## src/rtl/tsppe_pkg.sv

```systemverilog
// ----------------------------------------------------------------------------
// tsppe_pkg
// Shared types and constants of the transport stream payload extractor.
// ----------------------------------------------------------------------------
`default_nettype none

package tsppe_pkg;

    localparam int BYTE_W     = 8;
    localparam int PID_W      = 13;
    localparam int FMT_W      = 2;
    localparam int POS_W      = 8;
    localparam int CFG_IDX_W  = 1;

    // register indexes
    localparam logic [CFG_IDX_W-1:0] REG_TARGET_PID  = 1'd0;
    localparam logic [CFG_IDX_W-1:0] REG_UNIT_FORMAT = 1'd1;

    // unit formats
    localparam logic [FMT_W-1:0] FMT_188 = 2'd0;
    localparam logic [FMT_W-1:0] FMT_192 = 2'd1;
    localparam logic [FMT_W-1:0] FMT_204 = 2'd2;

    localparam logic [POS_W-1:0] LAST_188    = 8'd187;
    localparam logic [POS_W-1:0] LAST_192    = 8'd191;
    localparam logic [POS_W-1:0] LAST_204    = 8'd203;
    localparam logic [POS_W-1:0] PREFIX_192  = 8'd4;
    localparam logic [POS_W-1:0] PACKET_LEN  = 8'd188;

    // header byte positions within a packet
    localparam logic [POS_W-1:0] HDR_PID_HI  = 8'd1;
    localparam logic [POS_W-1:0] HDR_PID_LO  = 8'd2;
    localparam logic [POS_W-1:0] HDR_CTRL    = 8'd3;
    localparam logic [POS_W-1:0] HDR_ADAPT   = 8'd4;

    localparam logic [4:0] PID_HI_MASK = 5'h1f;

    typedef struct packed {
        logic [PID_W-1:0] target_pid;
        logic [FMT_W-1:0] unit_format;
        logic             pid_write;
    } cfg_t;

    typedef struct packed {
        logic unit_started;
    } stat_t;

endpackage

`default_nettype wire

```

## src/rtl/tsppe_in_stage.sv

```systemverilog
// ----------------------------------------------------------------------------
// tsppe_in_stage
// Input register: holds one stream byte until the parser takes it.
// ----------------------------------------------------------------------------
`default_nettype none

module tsppe_in_stage (
    input  wire                          aclk,
    input  wire                          aresetn,
    input  wire                          s_tvalid,
    output logic                         s_tready,
    input  wire  [tsppe_pkg::BYTE_W-1:0] s_tdata,    // [7:0] stream_byte
    output logic                         in_valid,
    output logic [tsppe_pkg::BYTE_W-1:0] in_byte,
    input  wire                          in_take
);
    import tsppe_pkg::*;

    logic              valid_reg;
    logic              valid_next;
    logic [BYTE_W-1:0] byte_reg;

    assign s_tready = !valid_reg || in_take;
    assign in_valid = valid_reg;
    assign in_byte  = byte_reg;

    always_comb begin
        valid_next = valid_reg;
        if (s_tready) begin
            valid_next = s_tvalid;
        end
    end

    always_ff @(posedge aclk) begin
        if (!aresetn) begin
            valid_reg <= 1'b0;
        end else begin
            valid_reg <= valid_next;
        end
    end

    always_ff @(posedge aclk) begin
        if (s_tvalid && s_tready) begin
            byte_reg <= s_tdata;
        end
    end

endmodule

`default_nettype wire

```

## src/rtl/tsppe_parser.sv

```systemverilog
// ----------------------------------------------------------------------------
// tsppe_parser
// Packet position tracking, header parse, PID filter and result register.
// ----------------------------------------------------------------------------
`default_nettype none

module tsppe_parser (
    input  wire                          aclk,
    input  wire                          aresetn,
    input  tsppe_pkg::cfg_t              cfg,
    input  wire                          in_valid,
    input  wire  [tsppe_pkg::BYTE_W-1:0] in_byte,
    output logic                         in_take,
    output tsppe_pkg::stat_t             stat,
    output logic                         m_tvalid,
    input  wire                          m_tready,
    output logic [tsppe_pkg::BYTE_W-1:0] m_tdata,    // [7:0] payload_byte
    output logic [0:0]                   m_tuser,    // [0] unit_begin
    output logic                         m_tlast     // packet_end
);
    import tsppe_pkg::*;

    logic [POS_W-1:0]  pos_reg, pos_next;
    logic [4:0]        pid_hi_reg, pid_hi_next;
    logic              start_flag_reg, start_flag_next;
    logic              pid_match_reg, pid_match_next;
    logic [1:0]        fctl_reg, fctl_next;
    logic [POS_W-1:0]  adapt_reg, adapt_next;
    logic              started_reg, started_next;
    logic              pending_reg, pending_next;

    logic              out_valid_reg, out_valid_next;
    logic [BYTE_W-1:0] out_byte_reg, out_byte_next;
    logic              out_begin_reg, out_begin_next;
    logic              out_end_reg, out_end_next;

    logic              fire;
    logic [POS_W-1:0]  last_pos;
    logic [POS_W-1:0]  skip;
    logic [POS_W-1:0]  p;
    logic              in_pkt;
    logic              pid_hit;

    assign in_take  = !out_valid_reg || m_tready;
    assign fire     = in_valid && in_take;
    assign m_tvalid = out_valid_reg;
    assign m_tdata  = out_byte_reg;
    assign m_tuser  = out_begin_reg;
    assign m_tlast  = out_end_reg;
    assign stat.unit_started = started_reg;

    always_comb begin
        case (cfg.unit_format)
            FMT_192: begin
                last_pos = LAST_192;
                skip     = PREFIX_192;
            end
            FMT_204: begin
                last_pos = LAST_204;
                skip     = '0;
            end
            default: begin
                last_pos = LAST_188;
                skip     = '0;
            end
        endcase
    end

    assign p       = pos_reg - skip;
    assign in_pkt  = (pos_reg >= skip) && (p < PACKET_LEN);
    assign pid_hit = ({pid_hi_reg, in_byte} == cfg.target_pid);

    always_comb begin
        pos_next        = pos_reg;
        pid_hi_next     = pid_hi_reg;
        start_flag_next = start_flag_reg;
        pid_match_next  = pid_match_reg;
        fctl_next       = fctl_reg;
        adapt_next      = adapt_reg;
        started_next    = started_reg;
        pending_next    = pending_reg;
        out_byte_next   = out_byte_reg;
        out_begin_next  = out_begin_reg;
        out_end_next    = out_end_reg;
        out_valid_next  = out_valid_reg && !m_tready;

        if (cfg.pid_write) begin
            started_next = 1'b0;
            pending_next = 1'b0;
        end

        if (fire) begin
            if (in_pkt) begin
                if (p == HDR_PID_HI) begin
                    pid_hi_next     = in_byte[4:0] & PID_HI_MASK;
                    start_flag_next = in_byte[6];
                end else if (p == HDR_PID_LO) begin
                    pid_match_next = pid_hit;
                    if (pid_hit && start_flag_reg) begin
                        started_next = 1'b1;
                        pending_next = 1'b1;
                    end else begin
                        pending_next = 1'b0;
                    end
                end else if (p == HDR_CTRL) begin
                    fctl_next  = in_byte[5:4];
                    adapt_next = '0;
                end else if (p == HDR_ADAPT && fctl_reg[1]) begin
                    adapt_next = in_byte;
                end else if (p >= HDR_ADAPT) begin
                    if (adapt_reg != '0) begin
                        adapt_next = adapt_reg - 8'd1;
                    end else if (fctl_reg[0] && pid_match_reg && started_reg) begin
                        out_valid_next = 1'b1;
                        out_byte_next  = in_byte;
                        out_begin_next = pending_reg;
                        out_end_next   = (p == LAST_188);
                        pending_next   = 1'b0;
                    end
                end
            end
            pos_next = (pos_reg >= last_pos) ? '0 : pos_reg + 8'd1;
        end
    end

    always_ff @(posedge aclk) begin
        if (!aresetn) begin
            pos_reg        <= '0;
            pid_hi_reg     <= '0;
            start_flag_reg <= 1'b0;
            pid_match_reg  <= 1'b0;
            fctl_reg       <= '0;
            adapt_reg      <= '0;
            started_reg    <= 1'b0;
            pending_reg    <= 1'b0;
            out_valid_reg  <= 1'b0;
        end else begin
            pos_reg        <= pos_next;
            pid_hi_reg     <= pid_hi_next;
            start_flag_reg <= start_flag_next;
            pid_match_reg  <= pid_match_next;
            fctl_reg       <= fctl_next;
            adapt_reg      <= adapt_next;
            started_reg    <= started_next;
            pending_reg    <= pending_next;
            out_valid_reg  <= out_valid_next;
        end
    end

    always_ff @(posedge aclk) begin
        out_byte_reg  <= out_byte_next;
        out_begin_reg <= out_begin_next;
        out_end_reg   <= out_end_next;
    end

endmodule

`default_nettype wire

```

## src/rtl/ts_packet_payload_extractor_top.sv

```systemverilog
// ----------------------------------------------------------------------------
// ts_packet_payload_extractor_top
// Transport stream PID filter passing payload bytes of one selected PID.
// ----------------------------------------------------------------------------
// Takes one stream byte per clock when not stalled and passes on the payload
// bytes of packets whose PID equals target_pid, once a unit-start packet of
// that PID has been seen. A beat is parsed while it sits in the input
// register and its result is loaded into the output register when the parser
// takes it. Throughput is one byte per clock while the output is not stalled,
// set by the single parse stage; backpressure on the master side stalls the
// input only when the output register is still full.
// Configuration writes are taken every cycle and must be issued only while
// the block is idle; writing target_pid requires a new unit-start packet
// before payload flows again.
`default_nettype none

module ts_packet_payload_extractor_top (
    input  wire                             aclk,
    input  wire                             aresetn,
    input  wire                             s_tvalid,
    output logic                            s_tready,
    input  wire  [tsppe_pkg::BYTE_W-1:0]    s_tdata,    // [7:0] stream_byte
    output logic                            m_tvalid,
    input  wire                             m_tready,
    output logic [tsppe_pkg::BYTE_W-1:0]    m_tdata,    // [7:0] payload_byte
    output logic [0:0]                      m_tuser,    // [0] unit_begin
    output logic                            m_tlast,    // packet_end
    input  wire                             cfg_valid,
    output logic                            cfg_ready,
    input  wire  [tsppe_pkg::CFG_IDX_W-1:0] cfg_index,
    input  wire  [tsppe_pkg::PID_W-1:0]     cfg_data
);
    import tsppe_pkg::*;

    logic [PID_W-1:0]  target_pid_reg, target_pid_next;
    logic [FMT_W-1:0]  unit_format_reg, unit_format_next;
    logic              pid_write;
    cfg_t              cfg;
    stat_t             stat;
    logic              in_valid;
    logic [BYTE_W-1:0] in_byte;
    logic              in_take;

    assign cfg_ready = 1'b1;

    always_comb begin
        target_pid_next  = target_pid_reg;
        unit_format_next = unit_format_reg;
        pid_write        = 1'b0;
        if (cfg_valid && cfg_ready) begin
            unique case (cfg_index)
                REG_TARGET_PID: begin
                    target_pid_next = cfg_data;
                    pid_write       = 1'b1;
                end
                REG_UNIT_FORMAT: begin
                    unit_format_next = cfg_data[FMT_W-1:0];
                end
                default: begin
                end
            endcase
        end
    end

    always_ff @(posedge aclk) begin
        if (!aresetn) begin
            target_pid_reg  <= '0;
            unit_format_reg <= FMT_188;
        end else begin
            target_pid_reg  <= target_pid_next;
            unit_format_reg <= unit_format_next;
        end
    end

    assign cfg.target_pid  = target_pid_reg;
    assign cfg.unit_format = unit_format_reg;
    assign cfg.pid_write   = pid_write;

    tsppe_in_stage u_in_stage (
        .aclk     (aclk),
        .aresetn  (aresetn),
        .s_tvalid (s_tvalid),
        .s_tready (s_tready),
        .s_tdata  (s_tdata),
        .in_valid (in_valid),
        .in_byte  (in_byte),
        .in_take  (in_take)
    );

    tsppe_parser u_parser (
        .aclk     (aclk),
        .aresetn  (aresetn),
        .cfg      (cfg),
        .in_valid (in_valid),
        .in_byte  (in_byte),
        .in_take  (in_take),
        .stat     (stat),
        .m_tvalid (m_tvalid),
        .m_tready (m_tready),
        .m_tdata  (m_tdata),
        .m_tuser  (m_tuser),
        .m_tlast  (m_tlast)
    );

    a_pid_write_clears_start : assert property (@(posedge aclk) disable iff (!aresetn)
        (cfg_valid && cfg_ready && cfg_index == REG_TARGET_PID) |=> !stat.unit_started)
        else $error("unit start not cleared after target_pid write");

    a_output_needs_start : assert property (@(posedge aclk) disable iff (!aresetn)
        m_tvalid |-> stat.unit_started || $past(cfg_valid && cfg_index == REG_TARGET_PID))
        else $error("payload beat without a seen unit start");

    a_output_from_input : assert property (@(posedge aclk) disable iff (!aresetn)
        $rose(m_tvalid) |-> $past(in_valid))
        else $error("result beat without a parsed input beat");

    a_accept_when_drained : assert property (@(posedge aclk) disable iff (!aresetn)
        (!m_tvalid || m_tready) |-> s_tready)
        else $error("input stalled while output side is free");

endmodule

`default_nettype wire
```

## config.mk

```make
export PLATFORM = sky130hd
export DESIGN_NAME = ts_packet_payload_extractor_top
export DESIGN_NICKNAME = d
export VERILOG_FILES = /design/src/rtl/tsppe_pkg.sv /design/src/rtl/tsppe_in_stage.sv /design/src/rtl/tsppe_parser.sv /design/src/rtl/ts_packet_payload_extractor_top.sv
export SDC_FILE = /design/constraint.sdc
export NUM_CORES = 1
export LEC_CHECK = 0
export ABC_AREA = 1
export BUFFER_PORTS_ARGS = -buffer_cell sky130_fd_sc_hd__buf_2
export CAP_MARGIN = 20
export CORE_AREA = 2 2 93 68
export DETAILED_ROUTE_END_ITERATION = 8
export DIE_AREA = 0 0 95 70
export GPL_TIMING_DRIVEN = 0
export PLACE_DENSITY = 0.78
export RECOVER_POWER = 100
export SYNTH_ARGS = -nofsm -noshare
export SYNTH_HDL_FRONTEND = slang
export SYNTH_SLANG_ARGS = --single-unit
```

## constraint.sdc

```tcl
create_clock -name aclk -period 2.8 [get_ports aclk]
set_clock_uncertainty 0.05 [all_clocks]
set_input_delay 0.28 -clock aclk [delete_from_list [all_inputs] [get_ports aclk]]
set_output_delay 0.28 -clock aclk [all_outputs]
set_load 0.05 [all_outputs]
```

==> key figures, run 1 <==
Layout
  • Finished Layout Cells: between 500 and 600
  • Area grow syn2layout: 13.3%
  • Fin nets: slightly below 500
  • Diode count: 0
  • Register area: between 1000 and 1500 µm²
  • Multi-input combinational cell area: ~1500 µm²
  • Share of post-route cells with drive strength above 1: ~15%
  • Max FFs per register: 13
  • Layout fillers: 529

Synth
  • Most used flip-flop cell after synthesis: dfxtp_1
  • EDFF count, synth: 18
  • Yosys reg bits: slightly above 60
  • Avg Inst Size Synth: just under 8 µm²
  • FFs w/ async S/R, synth: 0%
  • Synth Instances: around 400
  • Syn Nets: around 450
  • Sequential share of the synthesized area: roughly 44%
  • Synth unique cells: 33
  • Post-Syn Area: between 3000 and 4000 µm²
  • YS warnings: 0

STA
  • Crit share post-route: 92.0%
  • Final Hold Viols: 0
  • Achievable Freq: 388 MHz
  • Tmin final: around 2.6 ns
  • Max-slew violation count: 0
  • Final setup viols: 0
  • Worst-Margin Slew: approximately 0.79 ns
  • Setup TNS: 0 ns
  • Slew headroom: 46.5%
  • RSZ-0062 raised after global routing: no

Critical path
  • Most used cell, CP: nor2_4
  • CP Capture Type: register
  • R2R Path Start: unit_format_reg[0]$_SDFFE_PN0P_
  • Slowest stage cell, crit path: dfxtp_1
  • Worst path buffer plus inverter count: 4
  • Critical path origin: unit_format_reg[0]$_SDFFE_PN0P_
  • Critical-path maximum fanout: 10
  • Top Family by Delay on Critical Path: simple AND/OR/NAND/NOR gates
  • CP arrival: between 2 and 3 ns
  • CP Launch Type: register
  • Crit-path max cell delay: slightly above 0.3 ns
  • Critical Path RT: 3.02 ns
  • CP cell instances: inv_1 -> nor2_1 -> ha_1 -> inv_1 -> nor2_4 -> nand2_1 -> nand2_1 -> nand3_2 -> nor2_4 -> clkbuf_2 -> nand3_1 -> nor2_4 -> clkbuf_2 -> nor2_2 -> a211oi_2
  • Worst setup path class: register to register

Drt
  • Vias per inst: between 5 and 6
  • Via count: 2,764
  • Routed wire length: roughly 7.0 mm
  • Post-route ant nets: 0
  • Routed len/inst: between 10 and 15 µm
  • Initial DRC count: between 150 and 200
  • TritonRoute pass-1 iters: 4
  • # DRC: 0

GRT
  • Tot GR Track Use: about a quarter
  • Global-route wire length before repair: ~12 mm
  • Met2 Usage GRT: 35.5%
  • Initial antenna violation count: 0
  • M1 GR Usage: 32.5%
  • Top Usage Layer GRT: met2
  • Vias in the first global route: around 2,600
  • Largest net degree at the start of global routing: 14
  • Grt total ovfl: 0
  • Met3 Use GR: roughly 7.4%

Clock network
  • Reg clk slew, reported paths: ~0.08 ns
  • CTS tree: yes
  • H-tree lvl count: 3
  • Clk_lat worst skew: 0.35 ns
  • Clock Path Buffers: 2
  • Num CTS Buffers: 9
  • # hold bufs at CTS: 0
  • Clk sink count: just over 60
  • CTS root buf: clkbuf_8

Min path
  • Tightest Hold Check Type: input port to register
  • Hold_sp: s_tdata[0]

Floorplanning
  • I/O Pins: 40
  • Chip width: around 95 µm
  • DIE AREA: approximately 6700 µm²
  • Core Box Area: 5920 µm²
  • Site Rows: 24
  • Initial Util: ~55%
  • Die Span Y: roughly 70 µm

Power
  • VDD IR max: roughly 0.42 mV
  • Comb power frac: 11.8%
  • Leak: 0.00158 µW
  • PD cells: approximately 520 nW/µm²
  • Power share of the clock group: between 30% and 40%
  • Seq pwr share: about 50%
  • Pint: about 1400 µW
  • P_sw: roughly 560 µW
  • Switching Share: slightly below 30%

Run
  • Max_cap viols: 0

Place
  • Gpl congestion: around 0.9
  • Port Buf Inserts: 38
  • HPWL after DPL: roughly 5.5 mm
  • Post-Place Cells: between 500 and 600

Status
  • Status: finished, final reports clean
==> cells in the mapped netlist (all sizes together) (7+ instances only) <==
master	count	share of area, %
nand2	76	9.3
buf	7	2.1
xnor2	10	2.9
xor2	7	1.9
nor2	62	8.8
o21ai	18	2.8
ha	11	4.2
edfxtp	18	17
inv	54	6.2
nand4	8	1.5
nand3	48	8.0
dfxtp	44	27
a21oi	27	4.2
==> layer usage <==
layer,up-vias,wire [µm],share of wire [%]
met1,1242,3320,47
met4,0,110,1.6
li1,1430,-,-
met5,-,0,0
met3,14,455,6.5
met2,78,3150,45
==> metrics by stage <==
step | hold WS, ns | setup WS [ns] | total power (µW) | utilization (%) | instance area (µm²)
after floorplan | 0.329 | 0.571 | 1160 | - | 3240
after global placement | 0.381 | 0.0833 | 1210 | 59.7 | 3530
after detailed placement | 0.404 | 0.0342 | 1220 | 59.7 | 3530
after CTS | 0.0382 | 0.00463 | 1940 | 62.7 | 3710
after global routing | 0.0296 | 0.0413 | 2010 | 62.1 | 3670
final | 0.0514 | 0.223 | 1920 | 62.1 | 3670
==> repair_timing <==
| action | CTS | global route |
|---|---|---|
| setup endpoints to repair | 0 | 10 |
| resized for setup | 0 | 1 |
| buffers inserted | 0 | 0 |
==> layout by cell type, fill, tap and decap left out, types with 4 or more instances in the layout <==
| cell type | instances |
|---|---|
| dfxtp_1 | 44 |
| nor2_2 | 7 |
| ha_1 | 11 |
| buf_2 | 25 |
| xnor2_1 | 9 |
| clkbuf_8 | 9 |
| o21ai_0 | 18 |
| inv_1 | 53 |
| nand4_1 | 8 |
| nand2_1 | 72 |
| edfxtp_1 | 18 |
| clkbuf_1 | 18 |
| nor2_1 | 50 |
| xor2_1 | 7 |
| nor2_4 | 5 |
| a21oi_1 | 27 |
| a211oi_2 | 4 |
| nand3_1 | 46 |
==> worst register-to-register path: stages, from the launching register on <==
cell and delay, ns:
dfxtp_1 0.31, inv_1 0.06, nor2_1 0.24, ha_1 0.23, inv_1 0.08, nor2_4 0.09
nand2_1 0.05, nand2_1 0.11, nand3_2 0.10, nor2_4 0.17, clkbuf_2 0.23, nand3_1 0.14
nor2_4 0.15, clkbuf_2 0.28, nor2_2 0.06, a211oi_2 0.17
==> path summary, 6_finish.rpt <==
check | to | slack [ns] | cells after the start
setup reg to reg | u_parser.pid_hi_reg[3]$_SDFFE_PN0P_ | 0.22 | 15
hold / removal | u_in_stage.in_byte[0]$_DFFE_PP_ | 0.05 | 1
setup / recovery | u_parser.pid_hi_reg[3]$_SDFFE_PN0P_ | 0.22 | 15
hold reg to reg | u_parser.pid_match_reg$_SDFFE_PN0P_ | 0.41 | 2
==> power groups by stage <==
stage               logic, µW  clock network, µW  registers [µW]
finish                    227                725             971
global route              259                775             974
CTS                       232                739             971
detailed placement        231                  0             992
global placement          224                  0             990
floorplan                 173                  0             985
==> layout make-up <==
| type | count | share of cell area [%] |
|---|---|---|
| multi-input cells | 282 | 41.6 |
| flip-flops and latches | 62 | 38.7 |
| inverters | 54 | 5.52 |
| repair buffers | 38 | 4.73 |
| clock buffers | 9 | 3.37 |
| well taps | 78 | 2.66 |
| plain buffers | 11 | 1.91 |
| clock inverters | 7 | 1.50 |
==> cells by family after synthesis <==
logic type | Yosys count | share of synthesized area [%]
simple gates | 199 | 28.6
buf+inv | 65 | 8.79
compound gates | 54 | 9.64
fa+ha+maj | 11 | 4.24
xor+xnor | 17 | 4.82
other cells | 1 | 0.116
flops | 62 | 43.8
No activity file was read; power rests on OpenSTA's default activity.
==> run 2: changes to the inputs <==
- REMOVE_ABC_BUFFERS: unset -> 1
==> key figures, run 2 (synthesis results as in run 1) <==
Status
  • Status: finished, final reports clean (unchanged)

Floorplanning
  • Site Rows: 24 (unchanged)
  • Initial Util: 54.8% (unchanged)
  • Die Span Y: 70 µm (unchanged)
  • Chip width: 95 µm (unchanged)
  • DIE AREA: 6650 µm² (unchanged)
  • Core Box Area: 5920 µm² (unchanged)
  • I/O Pins: 40 (unchanged)

GRT
  • Global-route wire length before repair: 12.0 mm (was 12.1 mm)
  • Initial antenna violation count: 0 (unchanged)
  • Vias in the first global route: 2,627 (was 2,605)
  • Grt total ovfl: 0 (unchanged)
  • Largest net degree at the start of global routing: 26 (was 14)
  • Tot GR Track Use: 23.9% (was 23.7%)

STA
  • Final Hold Viols: 0 (unchanged)
  • Final setup viols: 0 (unchanged)
  • Setup TNS: 0 ns (unchanged)
  • RSZ-0062 raised after global routing: no (unchanged)
  • Tmin final: 2.55 ns (was 2.58 ns)
  • Max-slew violation count: 0 (unchanged)
  • Achievable Freq: 392 MHz (was 388 MHz)
  • Fin worst setup slack: 0.249 ns (was 0.223 ns)
  • Worst-Margin Slew: 0.765 ns (was 0.795 ns)
  • Slew headroom: 48.4% (was 46.5%)
  • Crit share post-route: 91.1% (was 92.0%)

Run
  • Max_cap viols: 0 (unchanged)

Layout
  • Most frequent cells in the layout: 72 x nand2_1, 53 x inv_1, 50 x nor2_1 (unchanged)
  • Area grow syn2layout: 13.1% (was 13.3%)
  • Diode count: 0 (unchanged)
  • Finished Layout Cells: 532 (was 541)
  • Most common cell after layout, fill and taps aside: nand2_1 (unchanged)
  • Share of post-route cells with drive strength above 1: 14.3% (was 15.3%)
  • Fin nets: 487 (was 496)
  • Max FFs per register: 13 (unchanged)

Critical path
  • Critical Path RT: 2.76 ns (was 3.02 ns)
  • CP arrival: 2.51 ns (was 2.79 ns)
  • CP Capture Type: register (unchanged)
  • Critical-path maximum fanout: 14 (was 10)
  • Worst setup path class: register to register (unchanged)
  • CP Launch Type: register (unchanged)

Clock network
  • CTS root buf: clkbuf_8 (unchanged)
  • Clk_lat worst skew: 0.35 ns (about the same)
  • Clk sink count: 62 (unchanged)
  • CTS tree: yes (unchanged)
  • Reg clk slew, reported paths: 0.07 ns (was 0.08 ns)
  • Clock Path Buffers: 2 (unchanged)
  • H-tree lvl count: 3 (unchanged)
  • Num CTS Buffers: 9 (unchanged)

Place
  • HPWL after DPL: 5.06 mm (was 5.48 mm)
  • Pre-CTS setup slack: -0.121 ns (was 0.0342 ns)
  • Port Buf Inserts: 38 (unchanged)
  • Post-Place Cells: 514 (was 525)
  • Gpl congestion: 0.854 (was 0.893)

Power
  • Leak: 0.00157 µW (was 0.00158 µW)
  • PD cells: 560 nW/µm² (was 523 nW/µm²)
  • VDD IR max: 0.372 mV (was 0.419 mV)

Drt
  • Via count: 2,740 (was 2,764)
  • # DRC: 0 (unchanged)
  • Post-route ant nets: 0 (unchanged)
  • TritonRoute pass-1 iters: 6 (was 4)
  • Routed len/inst: 13.5 µm (was 13.0 µm)
  • Vias per inst: 5.15 (was 5.11)
  • Initial DRC count: 162 (unchanged)
  • Routed wire length: 7.16 mm (was 7.04 mm)

Min path
  • Tightest Hold Check Type: input port to register (unchanged)
## run 2: worst max-delay path: stages (launching register included)
cell     delay, ns
dfxtp_1       0.31
inv_1         0.06
nor2_1        0.27
ha_1          0.24
inv_1         0.08
o21ai_0       0.16
nand2_1       0.11
nand2_2       0.10
nor2_4        0.09
nand2_2       0.19
nand3_1       0.20
nor2_4        0.35
## run 2: cell type report
cell class                 count  area, µm²
clock inverter                 6       86.3
timing repair buffer          39        181
tap                           78       97.6
multi-input combinational    283       1550
fill                         494       2250
clock buffer                  10        128
inverter                      54        203
sequential                    62       1420
## run 2: what timing repair did
action	in CTS	in global routing
hold buffers	0	0
resized for setup	1	3
pin swaps	0	2
setup endpoints to repair	10	18
cloned	0	1
endpoints found under the hold margin	0	0
setup buffers	0	1
## run 2: path summary, 6_finish.rpt
kind,startpoint,to,slack [ns],depth (start not counted)
min,s_tdata[2],u_in_stage.in_byte[2]$_DFFE_PP_,0.05,1
max,unit_format_reg[0]$_SDFFE_PN0P_,u_parser.m_tlast$_DFFE_PP_,0.25,11
min reg2reg,target_pid_reg[7]$_SDFFE_PN0P_,target_pid_reg[7]$_SDFFE_PN0P_,0.42,2
max reg2reg,unit_format_reg[0]$_SDFFE_PN0P_,u_parser.m_tlast$_DFFE_PP_,0.25,11
## run 2: metrics by stage
step                power, µW  area (µm²)  hold slack, ns  utilization, %
floorplan                1140        3160           0.328               -
global placement         1200        3450           0.378            58.3
detailed placement       1210        3450           0.385            58.3
CTS                      2060        3670          0.0413            62.0
global route             2140        3670          0.0394            62.0
finish                   2060        3670          0.0518            62.0
## run 2: per-layer routing
layer / routed length, µm / vias up / track usage, % / share of wire [%]
li1: - / 1410 / - / -
met1: 3450 / 1233 / 33.3 / 48
met2: 3210 / 89 / 35.9 / 45
met3: 431 / 8 / 7.55 / 6.0
met4: 65 / 0 / 6.60 / 0.91
met5: 0 / - / 0 / 0
## run 2: power breakdown
part | switching [µW] | internal (µW) | total (µW)
Clock | 363 | 499 | 862
Combinational | 142 | 79.0 | 221
Sequential | 21.6 | 950 | 972
